File: src/bmpblit_pkg.sv
`timescale 1ns / 1ps

package bmpblit_pkg;

  // Default sizes for the top-level parameters.
  localparam int DIM_BITS_DEF  = 12;
  localparam int ADDR_BITS_DEF = 24;

  // Fixed field widths.
  localparam int BYTE_W     = 8;
  localparam int COLOR_W    = 24;
  localparam int OUT_ADDR_W = 24;
  localparam int CFG_DIM_W  = 12;
  localparam int CFG_ORG_W  = 13;
  localparam int CFG_DATA_W = 13;
  localparam int CFG_IDX_W  = 3;

  // Entries in the pixel queue between the front and the back end.
  localparam int QUEUE_DEPTH = 4;

  // Configuration register indexes.
  localparam logic [CFG_IDX_W-1:0] REG_IMAGE_WIDTH   = 3'd0;
  localparam logic [CFG_IDX_W-1:0] REG_IMAGE_HEIGHT  = 3'd1;
  localparam logic [CFG_IDX_W-1:0] REG_ORIGIN_X      = 3'd2;
  localparam logic [CFG_IDX_W-1:0] REG_ORIGIN_Y      = 3'd3;
  localparam logic [CFG_IDX_W-1:0] REG_LINE_STRIDE   = 3'd4;
  localparam logic [CFG_IDX_W-1:0] REG_SCREEN_WIDTH  = 3'd5;
  localparam logic [CFG_IDX_W-1:0] REG_SCREEN_HEIGHT = 3'd6;

  // Register values after reset.
  localparam logic [CFG_DIM_W-1:0] RST_IMAGE_WIDTH   = 12'd800;
  localparam logic [CFG_DIM_W-1:0] RST_IMAGE_HEIGHT  = 12'd480;
  localparam logic [CFG_DIM_W-1:0] RST_LINE_STRIDE   = 12'd800;
  localparam logic [CFG_DIM_W-1:0] RST_SCREEN_WIDTH  = 12'd800;
  localparam logic [CFG_DIM_W-1:0] RST_SCREEN_HEIGHT = 12'd480;

  typedef struct packed {
    logic [CFG_DIM_W-1:0]        image_width;
    logic [CFG_DIM_W-1:0]        image_height;
    logic signed [CFG_ORG_W-1:0] origin_x;
    logic signed [CFG_ORG_W-1:0] origin_y;
    logic [CFG_DIM_W-1:0]        line_stride;
    logic [CFG_DIM_W-1:0]        screen_width;
    logic [CFG_DIM_W-1:0]        screen_height;
  } cfg_t;

  typedef struct packed {
    logic full;
    logic empty;
  } q_stat_t;

endpackage

File: src/bmpblit_ifs.sv
`timescale 1ns / 1ps

interface bmpblit_in_if;
  logic                          valid;
  logic                          ready;
  logic [bmpblit_pkg::BYTE_W-1:0] data_byte;
  logic                          start_of_image;

  modport source(output valid, output data_byte, output start_of_image, input ready);
  modport sink(input valid, input data_byte, input start_of_image, output ready);
endinterface

interface bmpblit_out_if;
  logic                              valid;
  logic                              ready;
  logic [bmpblit_pkg::OUT_ADDR_W-1:0] fb_address;
  logic [bmpblit_pkg::COLOR_W-1:0]    pixel_color;
  logic                              write_enable;
  logic                              last_pixel;

  modport source(output valid, output fb_address, output pixel_color,
                 output write_enable, output last_pixel, input ready);
  modport sink(input valid, input fb_address, input pixel_color,
               input write_enable, input last_pixel, output ready);
endinterface

interface bmpblit_cfg_if;
  logic                              valid;
  logic                              ready;
  logic [bmpblit_pkg::CFG_IDX_W-1:0]  index;
  logic [bmpblit_pkg::CFG_DATA_W-1:0] data;

  modport source(output valid, output index, output data, input ready);
  modport sink(input valid, input index, input data, output ready);
endinterface

File: src/bmp24_stream_to_framebuffer_blit.sv
`timescale 1ns / 1ps
// A completed pixel passes the queue, stages A and B and the output register.
// One data byte is taken per cycle while the queue has room; three make a pixel.
// The output register, two back-end stages and a 4-entry pixel queue decouple
// the byte input from output stalls; input stalls only when that queue is full.
// Reset (rst_n low, synchronous): counters cleared, queue and pipeline emptied,
// configuration registers loaded with 800x480 image and screen, origin zero.

module bmp24_stream_to_framebuffer_blit #(
  parameter int DIM_BITS  = bmpblit_pkg::DIM_BITS_DEF,
  parameter int ADDR_BITS = bmpblit_pkg::ADDR_BITS_DEF
) (
  input  logic          clk,
  input  logic          rst_n,
  bmpblit_in_if.sink    in_ch,
  bmpblit_out_if.source out_ch,
  bmpblit_cfg_if.sink   cfg_ch
);

  localparam int ENTRY_W = bmpblit_pkg::COLOR_W + 2 * DIM_BITS + 1;

  // Configuration registers. Writes must be issued only while the block is idle;
  // the block itself does not enforce this. Both halves read them directly.
  bmpblit_pkg::cfg_t cfg_r, cfg_nxt;

  logic                            in_acc;
  logic                            px_push;
  logic [bmpblit_pkg::COLOR_W-1:0] px_color, q_color;
  logic [DIM_BITS-1:0]             px_col, px_row, q_col, q_row;
  logic                            px_last, q_last;
  logic [ENTRY_W-1:0]              q_push_data, q_pop_data;
  bmpblit_pkg::q_stat_t            q_stat;
  logic                            back_ready;
  logic                            q_pop;

  assign cfg_ch.ready = 1'b1;

  always_comb begin
    cfg_nxt = cfg_r;
    if (cfg_ch.valid) begin
      unique case (cfg_ch.index)
        bmpblit_pkg::REG_IMAGE_WIDTH:   cfg_nxt.image_width   = cfg_ch.data[11:0];
        bmpblit_pkg::REG_IMAGE_HEIGHT:  cfg_nxt.image_height  = cfg_ch.data[11:0];
        bmpblit_pkg::REG_ORIGIN_X:      cfg_nxt.origin_x      = $signed(cfg_ch.data);
        bmpblit_pkg::REG_ORIGIN_Y:      cfg_nxt.origin_y      = $signed(cfg_ch.data);
        bmpblit_pkg::REG_LINE_STRIDE:   cfg_nxt.line_stride   = cfg_ch.data[11:0];
        bmpblit_pkg::REG_SCREEN_WIDTH:  cfg_nxt.screen_width  = cfg_ch.data[11:0];
        bmpblit_pkg::REG_SCREEN_HEIGHT: cfg_nxt.screen_height = cfg_ch.data[11:0];
        default: begin
          // An unused index is dropped.
          cfg_nxt = cfg_r;
        end
      endcase
    end
  end

  always_ff @(posedge clk) begin
    if (!rst_n) begin
      cfg_r.image_width   <= bmpblit_pkg::RST_IMAGE_WIDTH;
      cfg_r.image_height  <= bmpblit_pkg::RST_IMAGE_HEIGHT;
      cfg_r.origin_x      <= '0;
      cfg_r.origin_y      <= '0;
      cfg_r.line_stride   <= bmpblit_pkg::RST_LINE_STRIDE;
      cfg_r.screen_width  <= bmpblit_pkg::RST_SCREEN_WIDTH;
      cfg_r.screen_height <= bmpblit_pkg::RST_SCREEN_HEIGHT;
    end else begin
      cfg_r <= cfg_nxt;
    end
  end

  // The front end takes a byte whenever the queue has room for a possible pixel.
  // The byte is not decoded before it is taken, so every byte waits while the
  // queue is full.
  assign in_ch.ready = !q_stat.full;
  assign in_acc      = in_ch.valid && in_ch.ready;

  bmpblit_front #(
    .DIM_BITS(DIM_BITS)
  ) u_front (
    .clk           (clk),
    .rst_n         (rst_n),
    .acc           (in_acc),
    .data_byte     (in_ch.data_byte),
    .start_of_image(in_ch.start_of_image),
    .cfg           (cfg_r),
    .px_push       (px_push),
    .px_color      (px_color),
    .px_col        (px_col),
    .px_row        (px_row),
    .px_last       (px_last)
  );

  // Each queue entry holds an assembled pixel with its file column, row and last flag.
  assign q_push_data = {px_color, px_col, px_row, px_last};
  assign {q_color, q_col, q_row, q_last} = q_pop_data;
  assign q_pop = back_ready && !q_stat.empty;

  bmpblit_queue #(
    .WIDTH(ENTRY_W),
    .DEPTH(bmpblit_pkg::QUEUE_DEPTH)
  ) u_queue (
    .clk      (clk),
    .rst_n    (rst_n),
    .push     (px_push),
    .push_data(q_push_data),
    .pop      (q_pop),
    .pop_data (q_pop_data),
    .stat     (q_stat)
  );

  // The back end maps the pixel to screen coordinates, clips it, and forms
  // row * stride + column over two stages plus the output register.
  bmpblit_back #(
    .DIM_BITS (DIM_BITS),
    .ADDR_BITS(ADDR_BITS)
  ) u_back (
    .clk      (clk),
    .rst_n    (rst_n),
    .cfg      (cfg_r),
    .in_valid (!q_stat.empty),
    .in_ready (back_ready),
    .in_color (q_color),
    .in_col   (q_col),
    .in_row   (q_row),
    .in_last  (q_last),
    .out_valid(out_ch.valid),
    .out_ready(out_ch.ready),
    .out_addr (out_ch.fb_address),
    .out_color(out_ch.pixel_color),
    .out_we   (out_ch.write_enable),
    .out_last (out_ch.last_pixel)
  );

`ifndef SYNTHESIS
  // A pixel is never produced while the queue cannot take it.
  a_no_push_when_full: assert property (@(posedge clk) disable iff (!rst_n)
    px_push |-> !q_stat.full)
    else $error("pixel produced while queue full");

  // A start mark makes the byte a blue byte, so it can never complete a pixel.
  a_start_no_pixel: assert property (@(posedge clk) disable iff (!rst_n)
    (in_acc && in_ch.start_of_image) |-> !px_push)
    else $error("pixel completed on start-of-image byte");

  // Nothing is offered in the first cycle after reset.
  a_reset_empty: assert property (@(posedge clk) disable iff (!rst_n)
    $past(!rst_n) |-> !out_ch.valid)
    else $error("result offered right after reset");
`endif

endmodule

File: src/bmpblit_front.sv
`timescale 1ns / 1ps

module bmpblit_front #(
  parameter int DIM_BITS = bmpblit_pkg::DIM_BITS_DEF
) (
  input  logic                               clk,
  input  logic                               rst_n,
  input  logic                               acc,
  input  logic [bmpblit_pkg::BYTE_W-1:0]     data_byte,
  input  logic                               start_of_image,
  input  bmpblit_pkg::cfg_t                  cfg,
  output logic                               px_push,
  output logic [bmpblit_pkg::COLOR_W-1:0]    px_color,
  output logic [DIM_BITS-1:0]                px_col,
  output logic [DIM_BITS-1:0]                px_row,
  output logic                               px_last
);

  localparam int CW = ((DIM_BITS > bmpblit_pkg::CFG_DIM_W) ? DIM_BITS :
                       bmpblit_pkg::CFG_DIM_W) + 1;

  localparam logic [1:0] PH_BLUE  = 2'd0;
  localparam logic [1:0] PH_GREEN = 2'd1;
  localparam logic [1:0] PH_RED   = 2'd2;

  logic [1:0]          phase_r, phase_nxt, phase_e;
  logic [15:0]         bg_r, bg_nxt;
  logic [DIM_BITS-1:0] col_r, col_nxt, col_e;
  logic [DIM_BITS-1:0] row_r, row_nxt, row_e;
  logic [1:0]          pad_r, pad_nxt, pad_e, pad_dec;
  logic                inpad_r, inpad_nxt, inpad_e;
  logic [CW-1:0]       col_inc, row_inc;
  logic                row_end, img_end;

  // A start mark restarts the counters before this byte is looked at.
  assign phase_e = start_of_image ? PH_BLUE : phase_r;
  assign col_e   = start_of_image ? '0 : col_r;
  assign row_e   = start_of_image ? '0 : row_r;
  assign pad_e   = start_of_image ? 2'd0 : pad_r;
  assign inpad_e = start_of_image ? 1'b0 : inpad_r;
  assign pad_dec = pad_e - 2'd1;

  assign col_inc = CW'(col_e) + CW'(1);
  assign row_inc = CW'(row_e) + CW'(1);
  assign row_end = col_inc >= CW'(cfg.image_width);
  assign img_end = row_end && (row_inc >= CW'(cfg.image_height));

  assign px_color = {data_byte, bg_r};
  assign px_col   = col_e;
  assign px_row   = row_e;
  assign px_last  = img_end;

  always_comb begin
    phase_nxt = phase_r;
    bg_nxt    = bg_r;
    col_nxt   = col_r;
    row_nxt   = row_r;
    pad_nxt   = pad_r;
    inpad_nxt = inpad_r;
    px_push   = 1'b0;
    if (acc) begin
      phase_nxt = phase_e;
      col_nxt   = col_e;
      row_nxt   = row_e;
      pad_nxt   = pad_e;
      inpad_nxt = inpad_e;
      if (inpad_e) begin
        pad_nxt   = pad_dec;
        inpad_nxt = (pad_dec != 2'd0);
      end else begin
        unique case (phase_e)
          PH_BLUE: begin
            bg_nxt    = {8'h00, data_byte};
            phase_nxt = PH_GREEN;
          end
          PH_GREEN: begin
            bg_nxt    = {data_byte, bg_r[7:0]};
            phase_nxt = PH_RED;
          end
          default: begin
            px_push   = 1'b1;
            phase_nxt = PH_BLUE;
            if (row_end) begin
              col_nxt   = '0;
              row_nxt   = img_end ? '0 : row_inc[DIM_BITS-1:0];
              // Three bytes a pixel: the row padding equals width mod 4.
              pad_nxt   = cfg.image_width[1:0];
              inpad_nxt = (cfg.image_width[1:0] != 2'd0);
            end else begin
              col_nxt = col_inc[DIM_BITS-1:0];
            end
          end
        endcase
      end
    end
  end

  always_ff @(posedge clk) begin
    if (!rst_n) begin
      phase_r <= PH_BLUE;
      col_r   <= '0;
      row_r   <= '0;
      pad_r   <= 2'd0;
      inpad_r <= 1'b0;
    end else begin
      phase_r <= phase_nxt;
      col_r   <= col_nxt;
      row_r   <= row_nxt;
      pad_r   <= pad_nxt;
      inpad_r <= inpad_nxt;
    end
  end

  always_ff @(posedge clk) begin
    bg_r <= bg_nxt;
  end

endmodule

File: src/bmpblit_queue.sv
`timescale 1ns / 1ps

module bmpblit_queue #(
  parameter int WIDTH = 8,
  parameter int DEPTH = bmpblit_pkg::QUEUE_DEPTH
) (
  input  logic                 clk,
  input  logic                 rst_n,
  input  logic                 push,
  input  logic [WIDTH-1:0]     push_data,
  input  logic                 pop,
  output logic [WIDTH-1:0]     pop_data,
  output bmpblit_pkg::q_stat_t stat
);

  localparam int PW = (DEPTH > 1) ? $clog2(DEPTH) : 1;
  localparam int NW = $clog2(DEPTH + 1);

  logic [WIDTH-1:0] mem_r [DEPTH];
  logic [PW-1:0]    wr_r, wr_nxt, rd_r, rd_nxt;
  logic [NW-1:0]    cnt_r, cnt_nxt;
  logic             do_push, do_pop;

  assign stat.full  = (cnt_r == NW'(DEPTH));
  assign stat.empty = (cnt_r == '0);
  assign do_push    = push && !stat.full;
  assign do_pop     = pop && !stat.empty;
  assign pop_data   = mem_r[rd_r];

  always_comb begin
    wr_nxt  = wr_r;
    rd_nxt  = rd_r;
    cnt_nxt = cnt_r;
    if (do_push) begin
      wr_nxt = (wr_r == PW'(DEPTH - 1)) ? '0 : wr_r + PW'(1);
    end
    if (do_pop) begin
      rd_nxt = (rd_r == PW'(DEPTH - 1)) ? '0 : rd_r + PW'(1);
    end
    if (do_push && !do_pop) begin
      cnt_nxt = cnt_r + NW'(1);
    end else if (do_pop && !do_push) begin
      cnt_nxt = cnt_r - NW'(1);
    end
  end

  always_ff @(posedge clk) begin
    if (!rst_n) begin
      wr_r  <= '0;
      rd_r  <= '0;
      cnt_r <= '0;
    end else begin
      wr_r  <= wr_nxt;
      rd_r  <= rd_nxt;
      cnt_r <= cnt_nxt;
    end
  end

  always_ff @(posedge clk) begin
    if (do_push) begin
      mem_r[wr_r] <= push_data;
    end
  end

endmodule

File: src/bmpblit_back.sv
`timescale 1ns / 1ps

module bmpblit_back #(
  parameter int DIM_BITS  = bmpblit_pkg::DIM_BITS_DEF,
  parameter int ADDR_BITS = bmpblit_pkg::ADDR_BITS_DEF
) (
  input  logic                                clk,
  input  logic                                rst_n,
  input  bmpblit_pkg::cfg_t                   cfg,
  input  logic                                in_valid,
  output logic                                in_ready,
  input  logic [bmpblit_pkg::COLOR_W-1:0]     in_color,
  input  logic [DIM_BITS-1:0]                 in_col,
  input  logic [DIM_BITS-1:0]                 in_row,
  input  logic                                in_last,
  output logic                                out_valid,
  input  logic                                out_ready,
  output logic [bmpblit_pkg::OUT_ADDR_W-1:0]  out_addr,
  output logic [bmpblit_pkg::COLOR_W-1:0]     out_color,
  output logic                                out_we,
  output logic                                out_last
);

  // Signed screen coordinates need room for the origin, the height and the counters.
  localparam int SW = ((DIM_BITS > bmpblit_pkg::CFG_ORG_W) ? DIM_BITS :
                       bmpblit_pkg::CFG_ORG_W) + 2;
  localparam int AW = (ADDR_BITS > bmpblit_pkg::OUT_ADDR_W) ? ADDR_BITS :
                      bmpblit_pkg::OUT_ADDR_W;

  logic signed [SW-1:0] sx, sy;
  logic                 we;

  // Stage A: screen coordinates and clipping.
  logic                            a_v_r;
  logic signed [SW-1:0]            a_sx_r, a_sy_r;
  logic                            a_we_r, a_last_r;
  logic [bmpblit_pkg::COLOR_W-1:0] a_color_r;

  // Stage B: row times stride.
  logic                            b_v_r;
  logic [ADDR_BITS-1:0]            b_prod_r, b_sx_r;
  logic                            b_we_r, b_last_r;
  logic [bmpblit_pkg::COLOR_W-1:0] b_color_r;
  logic [ADDR_BITS-1:0]            sy_a, stride_a;

  // Output register.
  logic                            o_v_r;
  logic [ADDR_BITS-1:0]            addr;
  logic [AW-1:0]                   addr_w;

  logic a_rdy, b_rdy, o_rdy;

  assign o_rdy    = !o_v_r || out_ready;
  assign b_rdy    = !b_v_r || o_rdy;
  assign a_rdy    = !a_v_r || b_rdy;
  assign in_ready = a_rdy;

  assign sx = SW'(cfg.origin_x) + SW'($signed({1'b0, in_col}));
  assign sy = SW'(cfg.origin_y) + SW'($signed({1'b0, cfg.image_height})) - SW'(1)
              - SW'($signed({1'b0, in_row}));
  assign we = (sx >= SW'(0)) && (sx < SW'($signed({1'b0, cfg.screen_width}))) &&
              (sy >= SW'(0)) && (sy < SW'($signed({1'b0, cfg.screen_height})));

  // Two's complement product: the low address bits are the same for a negative row.
  assign sy_a     = ADDR_BITS'(a_sy_r);
  assign stride_a = ADDR_BITS'(cfg.line_stride);

  assign addr   = b_prod_r + b_sx_r;
  assign addr_w = AW'(addr);

  assign out_valid = o_v_r;

  always_ff @(posedge clk) begin
    if (!rst_n) begin
      a_v_r <= 1'b0;
      b_v_r <= 1'b0;
      o_v_r <= 1'b0;
    end else begin
      if (a_rdy) begin
        a_v_r <= in_valid;
      end
      if (b_rdy) begin
        b_v_r <= a_v_r;
      end
      if (o_rdy) begin
        o_v_r <= b_v_r;
      end
    end
  end

  always_ff @(posedge clk) begin
    if (a_rdy && in_valid) begin
      a_sx_r    <= sx;
      a_sy_r    <= sy;
      a_we_r    <= we;
      a_last_r  <= in_last;
      a_color_r <= in_color;
    end
    if (b_rdy && a_v_r) begin
      b_prod_r  <= sy_a * stride_a;
      b_sx_r    <= ADDR_BITS'(a_sx_r);
      b_we_r    <= a_we_r;
      b_last_r  <= a_last_r;
      b_color_r <= a_color_r;
    end
    if (o_rdy && b_v_r) begin
      out_addr  <= addr_w[bmpblit_pkg::OUT_ADDR_W-1:0];
      out_color <= b_color_r;
      out_we    <= b_we_r;
      out_last  <= b_last_r;
    end
  end

endmodule

File: src/flat_wrapper.sv
// flat-port wrapper written by rule: the top's interface ports become plain ports
module bmp24_stream_to_framebuffer_blit_flat 
#(
  parameter int DIM_BITS  = bmpblit_pkg::DIM_BITS_DEF,
  parameter int ADDR_BITS = bmpblit_pkg::ADDR_BITS_DEF
)
  (clk, rst_n, in_ch_valid, in_ch_data_byte, in_ch_start_of_image, in_ch_ready, out_ch_valid, out_ch_fb_address, out_ch_pixel_color, out_ch_write_enable, out_ch_last_pixel, out_ch_ready, cfg_ch_valid, cfg_ch_index, cfg_ch_data, cfg_ch_ready);
  bmpblit_in_if in_ch_i ();
  bmpblit_out_if out_ch_i ();
  bmpblit_cfg_if cfg_ch_i ();
  input  logic clk;
  input  logic rst_n;
  input wire logic [$bits(in_ch_i.valid)-1:0] in_ch_valid;
  input wire logic [$bits(in_ch_i.data_byte)-1:0] in_ch_data_byte;
  input wire logic [$bits(in_ch_i.start_of_image)-1:0] in_ch_start_of_image;
  output wire logic [$bits(in_ch_i.ready)-1:0] in_ch_ready;
  output wire logic [$bits(out_ch_i.valid)-1:0] out_ch_valid;
  output wire logic [$bits(out_ch_i.fb_address)-1:0] out_ch_fb_address;
  output wire logic [$bits(out_ch_i.pixel_color)-1:0] out_ch_pixel_color;
  output wire logic [$bits(out_ch_i.write_enable)-1:0] out_ch_write_enable;
  output wire logic [$bits(out_ch_i.last_pixel)-1:0] out_ch_last_pixel;
  input wire logic [$bits(out_ch_i.ready)-1:0] out_ch_ready;
  input wire logic [$bits(cfg_ch_i.valid)-1:0] cfg_ch_valid;
  input wire logic [$bits(cfg_ch_i.index)-1:0] cfg_ch_index;
  input wire logic [$bits(cfg_ch_i.data)-1:0] cfg_ch_data;
  output wire logic [$bits(cfg_ch_i.ready)-1:0] cfg_ch_ready;
  assign in_ch_i.valid = in_ch_valid;
  assign in_ch_i.data_byte = in_ch_data_byte;
  assign in_ch_i.start_of_image = in_ch_start_of_image;
  assign in_ch_ready = in_ch_i.ready;
  assign out_ch_valid = out_ch_i.valid;
  assign out_ch_fb_address = out_ch_i.fb_address;
  assign out_ch_pixel_color = out_ch_i.pixel_color;
  assign out_ch_write_enable = out_ch_i.write_enable;
  assign out_ch_last_pixel = out_ch_i.last_pixel;
  assign out_ch_i.ready = out_ch_ready;
  assign cfg_ch_i.valid = cfg_ch_valid;
  assign cfg_ch_i.index = cfg_ch_index;
  assign cfg_ch_i.data = cfg_ch_data;
  assign cfg_ch_ready = cfg_ch_i.ready;
  bmp24_stream_to_framebuffer_blit #(.DIM_BITS(DIM_BITS), .ADDR_BITS(ADDR_BITS)) u_core (.clk(clk), .rst_n(rst_n), .in_ch(in_ch_i), .out_ch(out_ch_i), .cfg_ch(cfg_ch_i));
endmodule
File: config.mk
export PLATFORM = sky130hd
export DESIGN_NAME = bmp24_stream_to_framebuffer_blit_flat
export DESIGN_NICKNAME = d
export VERILOG_FILES = /design/src/bmpblit_pkg.sv /design/src/bmpblit_ifs.sv /design/src/bmp24_stream_to_framebuffer_blit.sv /design/src/bmpblit_front.sv /design/src/bmpblit_queue.sv /design/src/bmpblit_back.sv /design/src/flat_wrapper.sv
export SDC_FILE = /design/constraint.sdc
export NUM_CORES = 1
export LEC_CHECK = 0
export BUFFER_PORTS_ARGS = -buffer_cell sky130_fd_sc_hd__clkbuf_2
export CORE_MARGIN = 10
export CORE_UTILIZATION = 40
export CTS_BUF_LIST = sky130_fd_sc_hd__clkbuf_2
export DETAILED_ROUTE_END_ITERATION = 12
export GPL_TIMING_DRIVEN = 0
export SETUP_SLACK_MARGIN = 0.4
export SYNTH_ARGS = -nofsm -noshare
export SYNTH_HDL_FRONTEND = slang
export SYNTH_HIERARCHICAL = 1
export SYNTH_SLANG_ARGS = --single-unit
File: constraint.sdc
create_clock -name clk -period 7.1 [get_ports clk]
set_input_delay 1.42 -clock clk [delete_from_list [all_inputs] [get_ports clk]]
set_output_delay 1.42 -clock clk [all_outputs]
set_load 0.02 [all_outputs]
**Yosys cells after proc, flatten, opt, wreduce, memory -nomap -nowiden**

Memory sizes are Yosys's and may differ from the RTL's. A register that Yosys moved wholly into a read port is not among the register bits.
Cells that the tools add are included.

- Register bits: 310
- Memory bits (writable): 196
- Input port bits: 30
- Output and inout bits: 53
- Word-level logic and storage cells: 137
- Memories: 1

- $add $sub $neg: 12
- Multiply operators: 1
- Magnitude comparators: 6
- Equality and inequality tests: 10
- Multiplexer cells: 32
- Bitwise gates (word level): 2
- Reductions and logical operators: 39

Memory list:

| memory | depth | width | rd ports | clocked after memory_dff | wr ports | line | source |
|---|---|---|---|---|---|---|---|
| u_core.u_queue.mem_r | 4 | 49 | 1 | 1 | 1 | bmpblit_queue.sv:19 | `logic [WIDTH-1:0] mem_r [DEPTH];` |

Operators with widths:

| operator | count |
|---|---|
| $mux W12 | 9 |
| $pmux W16 S2 | 1 |
| $add A13 B13 Y14 | 2 |
| $add A12 B1 Y13 const B | 2 |
| $ge A13 B12 Y1 | 2 |
| $add A24 B24 Y24 | 1 |
| $mul A15 B13 Y24 | 1 |
| $mux W2 | 10 |
| $ge A15 B1 Y1 const B | 1 |
| $lt A15 B13 Y1 | 1 |
| $sub A14 B2 Y15 const B | 1 |
| $sub A15 B13 Y15 | 1 |
| $ge A14 B1 Y1 const B | 1 |
| $lt A14 B13 Y1 | 1 |
| $reduce_and A2 Y1 | 7 |
| $eq A3 B3 Y1 const B | 4 |
| $logic_and A1 B1 Y1 | 12 |
| $mux W1 | 9 |
| $reduce_bool A2 Y1 | 4 |
| $logic_not A1 Y1 | 7 |
| $eq A3 B2 Y1 const B | 2 |
| $logic_not A3 Y1 | 2 |
| $mux W3 | 2 |
| $add A2 B1 Y2 const B | 2 |
| other kinds (13) | 17 |

**Logic depth before layout (Yosys ltp)**

- Word-level depth: 11
- Depth in mapped cells: 23
- Gate-level depth less buffers: 21

**Cells and area by module**

The synthesis kept the hierarchy.

Modules (own cells, without submodules):

| module | instances | cells an instance | area an instance (um2) | sequential area each (um2) |
|---|---|---|---|---|
| bmpblit_back | 1 | 1300 | 14256.2 | 5134.9 |
| bmpblit_queue | 1 | 307 | 7566.0 | 6065.8 |
| bmp24_stream_to_framebuffer_blit | 1 | 314 | 3285.7 | 1721.7 |
| bmpblit_front | 1 | 368 | 3221.8 | 1061.0 |

**Worst setup path before layout**

OpenSTA, ideal clock, no wires.

- Kind: in2reg
- Start: input port out_ch_ready
- End: register u_core/u_back/b_color_r[0] in the netlist's numbering, enable pin
- Library setup time: 0.584 ns
- Arrival: 6.177 ns
- Required time: 6.516 ns
- Slack: 0.339 ns
- Stages: 2
- Buffers on the path: 0
- Path through: nor2b_1 > a21boi_0

- Cells in the longest elaborated chain, start to end: 3

RTL lines:

| element | line | source |
|---|---|---|
| start: declaration | flat_wrapper.sv:22 | `input wire logic [$bits(out_ch_i.ready)-1:0] out_ch_ready;` |
| $logic_or A1 B1 Y1 | bmpblit_back.sv:53 | `assign o_rdy = !o_v_r \|\| out_ready;` |
| $logic_or A1 B1 Y1 | bmpblit_back.sv:54 | `assign b_rdy = !b_v_r \|\| o_rdy;` |
| $logic_and A1 B1 Y1 | bmpblit_back.sv:99 | `if (b_rdy && a_v_r) begin` |
| end signal: assignment | bmpblit_back.sv:104 | `b_color_r <= a_color_r;` |
| end: declaration | bmpblit_back.sv:43 | `logic [bmpblit_pkg::COLOR_W-1:0] b_color_r;` |

Every way passes these cells.
A chain may end at the register's enable or synchronous reset.

**Final worst setup path**

- Start: register u_core/cfg_r[32] in the netlist's numbering
- End: register u_core.u_back.b_prod_r[22] (data pin)

- Cells in the longest elaborated chain, start to end: 1

RTL lines:

| element | line | source |
|---|---|---|
| start: declaration | bmp24_stream_to_framebuffer_blit.sv:24 | `bmpblit_pkg::cfg_t cfg_r, cfg_nxt;` |
| start signal: assignment | bmp24_stream_to_framebuffer_blit.sv:67 | `cfg_r <= cfg_nxt;` |
| $mul A15 B13 Y24 | bmpblit_back.sv:100 | `b_prod_r <= sy_a * stride_a;` |
| end signal: assignment | bmpblit_back.sv:100 |  |
| end: declaration | bmpblit_back.sv:41 | `logic [ADDR_BITS-1:0] b_prod_r, b_sx_r;` |

Every way passes these cells.

==> impl_metrics.py <==
metrics = {
    "run_status": {
        "outcome": "finished clean",
    },
    "grt": {
        "grt_pass1_vias": 18900,
        "met3_usage_pct": 3.78,
        "grt_usage_pct": 15.7,
        "grt_pass1_wl_mm": 102,
        "top_usage_layer": "met2",
        "grtUsageMet2_pct": 25.1,
        "grt_max_degree": 50,
        "use_met1_pct": 20.5,
        "overflow": 0,
        "antenna_found_initial": 3,
    },
    "yosys": {
        "ys_top_cells_by_area": "edfxtp_1, fa_1, dfxtp_1",
        "syn_inst": 2289,
        "synth.cell_area_sq_um": 28300,
        "async_reset_ff_share_pct": 0,
        "ys.flop_type": "edfxtp_1",
        "syn_avg_cell_area_sq_um": 12.4,
        "yosysUniqueCellTypes": 75,
        "synth_nets": 2640,
        "synth_seq_cells": 508,
        "yosysSeqAreaShare_pct": 49.4,
        "synth_area_leader_cell": "edfxtp_1",
        "synth_common_cells": "edfxtp_1, inv_1, nand2_1",
        "yosysWarnings": 6,
        "yosysMostFrequentCell": "edfxtp_1",
        "synth-edff-count": 381,
        "synth_top_area_share_pct": 40.4,
    },
    "worst_hold_path": {
        "hp-class": "register to register",
    },
    "clock_tree": {
        "cts_tree": "built",
        "cts_resized": 0,
        "clockBufferDepth": 3,
        "clkSinkCount": 508,
        "htreeDepth": 4,
        "root_buffer": "clkbuf_2",
        "path_clk_slew_ps": 110,
        "clock_latency_ps": 1260,
        "postCtsSetupRepairBufs": 0,
        "ctsHoldBuffers": 0,
        "cts_buffers": 137,
    },
    "critical_path": {
        "slowest_stage": "dfxtp_1",
        "worstSetupPathType": "register to register",
        "critPathBufInv": 4,
        "slowest_delay_ps": 640,
        "path_delay_family": "adder cells",
        "cp_max_fo": 10,
        "worst_setup_path_start_kind": "register",
        "arrival_ps": 7430,
        "crit_path_end_kind": "register",
        "crit_path_frequent_cell": "fa_1",
        "path_cells": "clkbuf_1 -> nand2_1 -> fa_1 -> inv_1 -> fa_1 -> fa_1 -> fa_1 -> inv_1 -> fa_1 -> inv_1 -> ha_1 -> and3_1 -> a221oi_1 -> o21ai_1 -> a211o_1 -> a31o_1 -> or4_1 -> nand3_1",
        "cp.required_ps": 8190,
    },
    "floorplan": {
        "start_util_pct": 40.4,
        "pin_count": 83,
        "coreArea_sq_um": 70100,
        "dieArea_sq_um": 81900,
        "die_height_um": 286,
        "die_x_um": 286,
        "fp-row-count": 97,
    },
    "sta": {
        "setup_viol": 0,
        "max_clock_freq_mhz": 158,
        "tns_ps": 0,
        "skew_ps": 104,
        "finalMaxSlewViolations": 0,
        "setup_ws_ps": 762,
        "tightestPinTransition_ps": 1020,
        "hold_viol_final": 0,
        "rsz0062_at_grt": "false",
        "min_period_over_period_pct": 89.3,
        "post-route-min-period_ps": 6340,
        "maxSlewHeadroom_pct": 30.5,
    },
    "final_layout": {
        "fin_cells": 3554,
        "syn2layout_area_growth_pct": 10.5,
        "nNetsFinal": 2861,
        "drive_gt1_share_pct": 15.5,
    },
    "drt": {
        "routed_wl_mm": 64.2,
        "drcViolationCount": 0,
        "drtIter0Drc": 1237,
        "vias": 17800,
        "drtPass1Iterations": 5,
        "antenna_left": 0,
        "wire_per_inst_um": 18.1,
        "routed_via_density": 5.02,
    },
    "placement": {
        "io_buffers": 77,
        "gp_congestion": 0.896,
        "post-dp-hpwl_mm": 47.2,
        "pre_cts_ws_ps": 791,
        "place_inst": 3311,
    },
    "power_and_ir_drop": {
        "irDropWorstVdd_mv": 0.112,
        "p_leak_nw": 13.2,
        "powerDensity_nw_per_um2": 197,
    },
    "flow_run": {
        "drv_cap": 0,
    },
}
-- state kept, by name, summed over array words and instances (netlist names), 16 cells and up, named ones only --
name / cells
u_core/u_queue/mem_r: 196
u_core/cfg_r: 86
u_core/u_back/a_color_r: 24
u_core/u_back/b_color_r: 24
u_core/u_back/b_prod_r: 24
u_core/u_back/out_addr: 24
u_core/u_back/out_color: 24
u_core/u_front/bg_r: 16
-- cell usage in the layout (no fill, tap or decap), types with 65 or more instances in the layout --
cell type / n
and2_1: 107
clkbuf_2: 273
dfxtp_1: 127
edfxtp_1: 381
fa_1: 163
ha_1: 158
inv_1: 334
mux2i_1: 90
nand2_1: 204
nor2b_1: 79
xnor2_1: 65
-- logic make-up after synthesis --
kind of cell    count (synthesis)  share of synthesized area [%]
simple gates                  564                           10.3
flops                         508                           49.4
buf+inv                       419                           6.08
fa+ha+maj                     321                           18.5
compound gates                244                           5.75
mux                           140                           7.15
xor+xnor                       92                           2.84
other cells                     1                         0.0132
-- power breakdown --
group | internal, mW | switching [mW] | total, mW
Clock | 0.841 | 1.25 | 2.09
Combinational | 0.334 | 0.474 | 0.808
Sequential | 3.24 | 0.0242 | 3.26
-- final timing paths --
path | slack [ps] | depth (start not counted) | end | startpoint
max | 760 | 18 | u_core/u_back/b_prod_r[22]$_DFFE_PP_ | u_core/cfg_r[32]$_SDFFE_PN1P_
min | 400 | 0 | u_core/u_back/out_color[2]$_DFFE_PP_ | u_core/u_back/b_color_r[2]$_DFFE_PP_
max reg2reg | 760 | 18 | u_core/u_back/b_prod_r[22]$_DFFE_PP_ | u_core/cfg_r[32]$_SDFFE_PN1P_
min reg2reg | 400 | 0 | u_core/u_back/out_color[2]$_DFFE_PP_ | u_core/u_back/b_color_r[2]$_DFFE_PP_
-- final cells by class --
| cell class | instances | area, sq um |
|---|---|---|
| Timing Repair Buffer | 82 | 485 |
| Clock buffer | 196 | 981 |
| Clock inverter | 45 | 290 |
| Tap cell | 940 | 1180 |
| Sequential cell | 508 | 14000 |
| Antenna cell | 2 | 5.00 |
| Buffer | 85 | 468 |
| Multi-Input combinational cell | 1362 | 12700 |
| Fill cell | 6588 | 38800 |
| Inverter | 334 | 1250 |
-- metal layers --
metal	vias to the layer above	part of all wire, %
met5	-	0.020
met2	489	47
met3	121	5.9
met1	8892	45
li1	8328	-
met4	2	2.4
-- stage by stage --
| stage | total power, mW | hold WS [ps] | area, sq um | util (%) |
|---|---|---|---|---|
| finish | 6.16 | 400 | 31300 | 44.6 |
| global route | 6.55 | 321 | 31300 | 44.6 |
| CTS | 6.27 | 300 | 31300 | 44.6 |
| detailed placement | 4.14 | 405 | 30000 | 42.8 |
| global placement | 4.12 | 401 | 29900 | 42.6 |
| floorplan | 3.94 | 400 | 28300 | - |
Power figures use the tool's default switching activity.
